<file path="src/rtl/core/pfcu_divider.sv">
// ----------------------------------------------------------------------------
// pfcu_divider
// Radix-2 restoring divider for unsigned 64-bit by 64-bit, one bit a cycle.
// ----------------------------------------------------------------------------
module pfcu_divider (
	input  logic        clk,
	input  logic        arst_n,
	input  logic        start,
	input  logic [63:0] num,
	input  logic [63:0] den,
	output logic        done,
	output logic [63:0] quot
);
	logic [63:0] rem_q;
	logic [63:0] quo_q;
	logic [63:0] den_q;
	logic [6:0]  cnt_q;
	logic        busy_q;
	logic [64:0] trial;

	assign trial = {rem_q, quo_q[63]} - {1'b0, den_q};
	assign quot  = quo_q;

	always_ff @(posedge clk or negedge arst_n) begin
		if (!arst_n) begin
			busy_q <= 1'b0;
			done   <= 1'b0;
			cnt_q  <= '0;
		end else begin
			done <= 1'b0;
			if (start) begin
				busy_q <= 1'b1;
				cnt_q  <= 7'd0;
			end else if (busy_q) begin
				cnt_q <= cnt_q + 7'd1;
				if (cnt_q == 7'd63) begin
					busy_q <= 1'b0;
					done   <= 1'b1;
				end
			end
		end
	end

	always_ff @(posedge clk) begin
		if (start) begin
			rem_q <= '0;
			quo_q <= num;
			den_q <= den;
		end else if (busy_q) begin
			if (!trial[64]) begin
				rem_q <= trial[63:0];
				quo_q <= {quo_q[62:0], 1'b1};
			end else begin
				rem_q <= {rem_q[62:0], quo_q[63]};
				quo_q <= {quo_q[62:0], 1'b0};
			end
		end
	end
endmodule

</file>
<file path="config.mk">
export PLATFORM = sky130hd
export DESIGN_NAME = pfcu_divider
export DESIGN_NICKNAME = d
export VERILOG_FILES = /design/src/rtl/core/pfcu_divider.sv
export SDC_FILE = /design/constraint.sdc
export NUM_CORES = 1
export LEC_CHECK = 0
export BUFFER_PORTS_ARGS = -buffer_cell sky130_fd_sc_hd__buf_2
export CAP_MARGIN = 20
export CORE_ASPECT_RATIO = 0.9
export CORE_UTILIZATION = 29
export CTS_BUF_LIST = sky130_fd_sc_hd__clkbuf_16
export CTS_CLUSTER_DIAMETER = 150
export DETAILED_ROUTE_END_ITERATION = 6
export PLACE_DENSITY = 0.57
export SLEW_MARGIN = 20
export SYNTH_ARGS = -nofsm -noshare
export SYNTH_HDL_FRONTEND = slang
export SYNTH_SLANG_ARGS = --single-unit
</file>
<file path="constraint.sdc">
create_clock -name clk -period 8.82 [get_ports clk]
set_clock_uncertainty 0.05 [all_clocks]
set_input_delay 2.646 -clock clk [delete_from_list [all_inputs] [get_ports clk]]
set_output_delay 2.646 -clock clk [all_outputs]
set_load 0.02 [all_outputs]
</file>
Word level (Yosys, flattened, before mapping)
Index checks and enable logic that the tools add are counted.
Widths: inputs -> output; s select.
{"block": "word_totals", "ff_bits": 201, "input_bits": 131, "output_inout_bits": 65, "word_cells": 22}
{"block": "op_classes", "addsub": 2, "eq_ne": 1, "mux": 12, "n_reduce_logical": 1}
{"cell": "$mux 64", "n": 3}
{"cell": "$sub 65x64->65", "n": 1}
{"cell": "$mux 7", "n": 2}
{"cell": "$add 7x1->7 const B", "n": 1}
{"cell": "$eq 7x6->1 const B", "n": 1}
{"cell": "$mux 1", "n": 7}
{"cell": "$reduce_bool 2->1", "n": 1}

Logic depth before layout (Yosys ltp)
{"block": "depth", "word_depth": 4, "depth_mapped": 15, "depth_no_buf": 13}

Worst setup path after synthesis
No wires, ideal clock.
{"block": "synth_path", "path_kind": "input-to-reg", "startpoint": "input start", "endpoint": "register quo_q[0] (netlist: quot[0]), enable pin", "setup_ns": 0.418, "arrival_ns": 4.555, "path_slack_ns": 3.797, "path_stages": 4, "n_path_buf": 2, "cell_sequence": "clkbuf_1 > clkbuf_1 > nor2_1 > inv_1"}
{"block": "synth_via", "elab_chain_cells": 1}
{"item": "start, declared", "line_no": "8", "text": "input logic start,"}
{"item": "$reduce_bool 2->1 (no source line)"}
{"item": "end signal, assigned", "line_no": "47", "text": "quo_q <= num;"}
{"item": "end signal, assigned", "line_no": "52", "text": "quo_q <= {quo_q[62:0], 1'b1};"}
{"item": "end signal, assigned", "line_no": "55", "text": "quo_q <= {quo_q[62:0], 1'b0};"}
{"item": "end, declared", "line_no": "15", "text": "logic [63:0] quo_q;"}
No other way between the ends.
A chain may end at the register's enable or synchronous reset.

==> impl_metrics.json <==
{
  "slew_headroom": 0.429,
  "fin_nets": 1575,
  "crit_chain": "buf_6 -> buf_4 -> nor2b_1 -> nand2_1 -> a2111oi_0 -> or3_1",
  "rsz0062_at_grt": "no",
  "grt_pass1_wl_mm": 47.6,
  "required_ns": 9.20,
  "hold_path.class": "flip-flop to flip-flop",
  "setup_viol": 0,
  "period_minus_slack_ns": 4.48,
  "cp_slowest_cell": "buf_4",
  "synth_top_cell_by_area": "edfxtp_1",
  "die_x_um": 214,
  "grt_max_degree": 85,
  "initial_core_util": 0.296,
  "max_freq_ghz": 0.223,
  "wl_per_cell_um": 15.6,
  "hold_depth": 2,
  "path_buf_inv": 2,
  "drive_above_1_share": 0.230,
  "syn_area_per_cell_um2": 9.70,
  "mappedNetlistArea_mm2": 0.0117,
  "syn_nets": 1408,
  "area_growth_pct": 19.1,
  "ctsHtreeMaxLevel": 1,
  "die-area_mm2": 0.0413,
  "start_kind": "input port",
  "synth_edf_count": 128,
  "first_pass_iters": 5,
  "r2r_cells": 14,
  "drv_cap": 0,
  "cp_num_cells": 6,
  "fin_tns_setup_ns": 0,
  "cts_setup_buffers": 0,
  "endpoint_kind": "flip-flop",
  "antenna_found_initial": 1,
  "arrival_ns": 4.87,
  "fin_crit_sh": 0.508,
  "boundaryPins": 196,
  "grt_use_total": 0.140,
  "ys_types": 73,
  "finalPower_w": 0.00237,
  "dp_hpwl_mm": 22.0,
  "critPathMaxStageDelay_ns": 0.71,
  "synth.top_cell.area_share": 0.327,
  "path_max_fanout": 84,
  "synth_area_leaders": "edfxtp_1, dfxtp_1, ha_1, mux2_2, nand2_1",
  "drtIter0Drc": 668,
  "p_leak_nw": 5.96,
  "peakVddDrop_mv": 0.119,
  "clk_latency_ns": 0.55,
  "die_h_um": 193,
  "worstSetupPathType": "input port to flip-flop",
  "cts_buffer_depth": 3,
  "num_vias": 9390,
  "tritoncts": "yes",
  "finalHoldViolations": 0,
  "p_per_area_mw_per_mm2": 169,
  "path_clk_slew_ns": 0.06,
  "path_delay_family": "buffers and inverters",
  "ys_warn_count": 0,
  "core-area_mm2": 0.0397,
  "cts_resized": 0,
  "drc": 0,
  "drv_slew": 0,
  "io_buffers": 195,
  "numClockSinks": 201,
  "vias_per_cell": 4.87,
  "grt_pass1_vias": 8849,
  "gp_congestion": 0.878,
  "ys_async_sr_fraction": 0.0448,
  "wl_mm": 30.1,
  "fillers": 4143,
  "rows": 69,
  "ctsHoldBuffers": 0,
  "ys_seq_area_frac": 0.455,
  "ys_seq_elements": 201,
  "synthCells": 1211,
  "antenna_left": 0,
  "cts_buffers": 24,
  "grt-ovfl-total": 0,
  "worst_slew_pin_slew_ns": 0.857,
  "cts_root_buffer": "clkbuf_16",
  "outcome": "finished clean",
  "synth_ff_type": "edfxtp_1"
}
cell usage after synthesis, types with 17 or more instances:
master,instances
xor2_1,25
mux2_2,63
nand2b_1,17
nand2_1,152
clkbuf_1,49
ha_1,65
nand4_1,19
a311oi_1,41
nor2_1,99
xnor2_1,34
o21ai_0,50
inv_1,81
a21oi_1,92
a21o_1,28
dfxtp_1,64
edfxtp_1,128
worst paths after layout:
check,start,to,slack [ns]
setup reg to reg,quot[63],rem_q[61],4.50
max in group asynchronous,arst_n,busy_q,6.62
hold / removal,rem_q[58],rem_q[58],0.44
setup / recovery,start,rem_q[61],4.34
min in group asynchronous,arst_n,cnt_q[5],1.89
hold reg to reg,rem_q[58],rem_q[58],0.44
layout make-up:
type                    instances  area [um2]  area share
multi-input cells             868        5850       0.418
repair buffers                201        1030      0.0734
well taps                     532         666      0.0476
diodes                          1        2.50    0.000179
clock inverters                20         189      0.0135
inverters                      82         308      0.0220
flip-flops and latches        201        5350       0.383
clock buffers                  24         601      0.0429
layer usage:
metal	GRT usage	share of wire
met5	0	0
met3	0.0220	0.039
met2	0.215	0.45
met1	0.204	0.49
met4	0.0343	0.022
where the power goes:
group          internal (W)  switching, W  leakage [nW]
clock              0.000585      0.000406         0.405
sequential          0.00107     0.0000263          1.94
combinational      0.000119      0.000168          3.62
total               0.00177      0.000600          5.96
cells by family after synthesis:
logic type | Yosys count | share of synthesized area
AO/OA/AOI/OAI | 320 | 0.183
AND/OR/NAND/NOR | 357 | 0.137
flip-flops | 201 | 0.455
buffers and inverters | 142 | 0.0472
multiplexers | 66 | 0.0629
XOR/XNOR | 59 | 0.0440
adder cells (fa/ha/maj) | 66 | 0.0709
sequential cells by signal, summed over array words and instances (netlist names):
register  count
busy_q        1
done          1
cnt_q         7
rem_q        64
den_q        64
quot         64
tightest hold or removal path: stages (launching register included):
cell and delay (ns):
dfxtp_1 0.32, nand2b_1 0.07, a21oi_1 0.06
through the flow:
step / instance area [um2] / setup WS [ns] / hold WS, ns / utilization / cells
after floorplan: 11700 / 3.80 / 0.403 / - / 1211
after global placement: 13200 / 3.80 / 0.426 / 0.332 / 1884
after detailed placement: 13200 / 3.74 / 0.430 / 0.332 / 1884
after CTS: 14000 / 4.32 / 0.441 / 0.352 / 1928
after global routing: 14000 / 4.17 / 0.464 / 0.352 / 1929
final: 14000 / 4.34 / 0.439 / 0.352 / 1929
placed cells by master (no fill, tap or decap), types with 6 or more instances in the layout:
master     count
a311oi_1      41
clkbuf_16     24
a21oi_1       92
xor2_1        25
dfrtp_1        8
buf_4          6
a31oi_1        8
o21bai_1      15
nand4_1       19
nor2_1        99
nand2_1      152
xnor2_1       34
dfxtp_1       64
or3_1          9
edfxtp_1     128
mux2_2        63
ha_1          65
nand2b_1      17
o22ai_1        6
nand3_1       15
o21ai_0       50
o211ai_1      10
nor2b_1        7
nor3_1        14
buf_2        194
o31a_1         6
a21o_1        28
a211oi_1      12
inv_1         86
No activity file was read; power rests on OpenSTA's default activity.
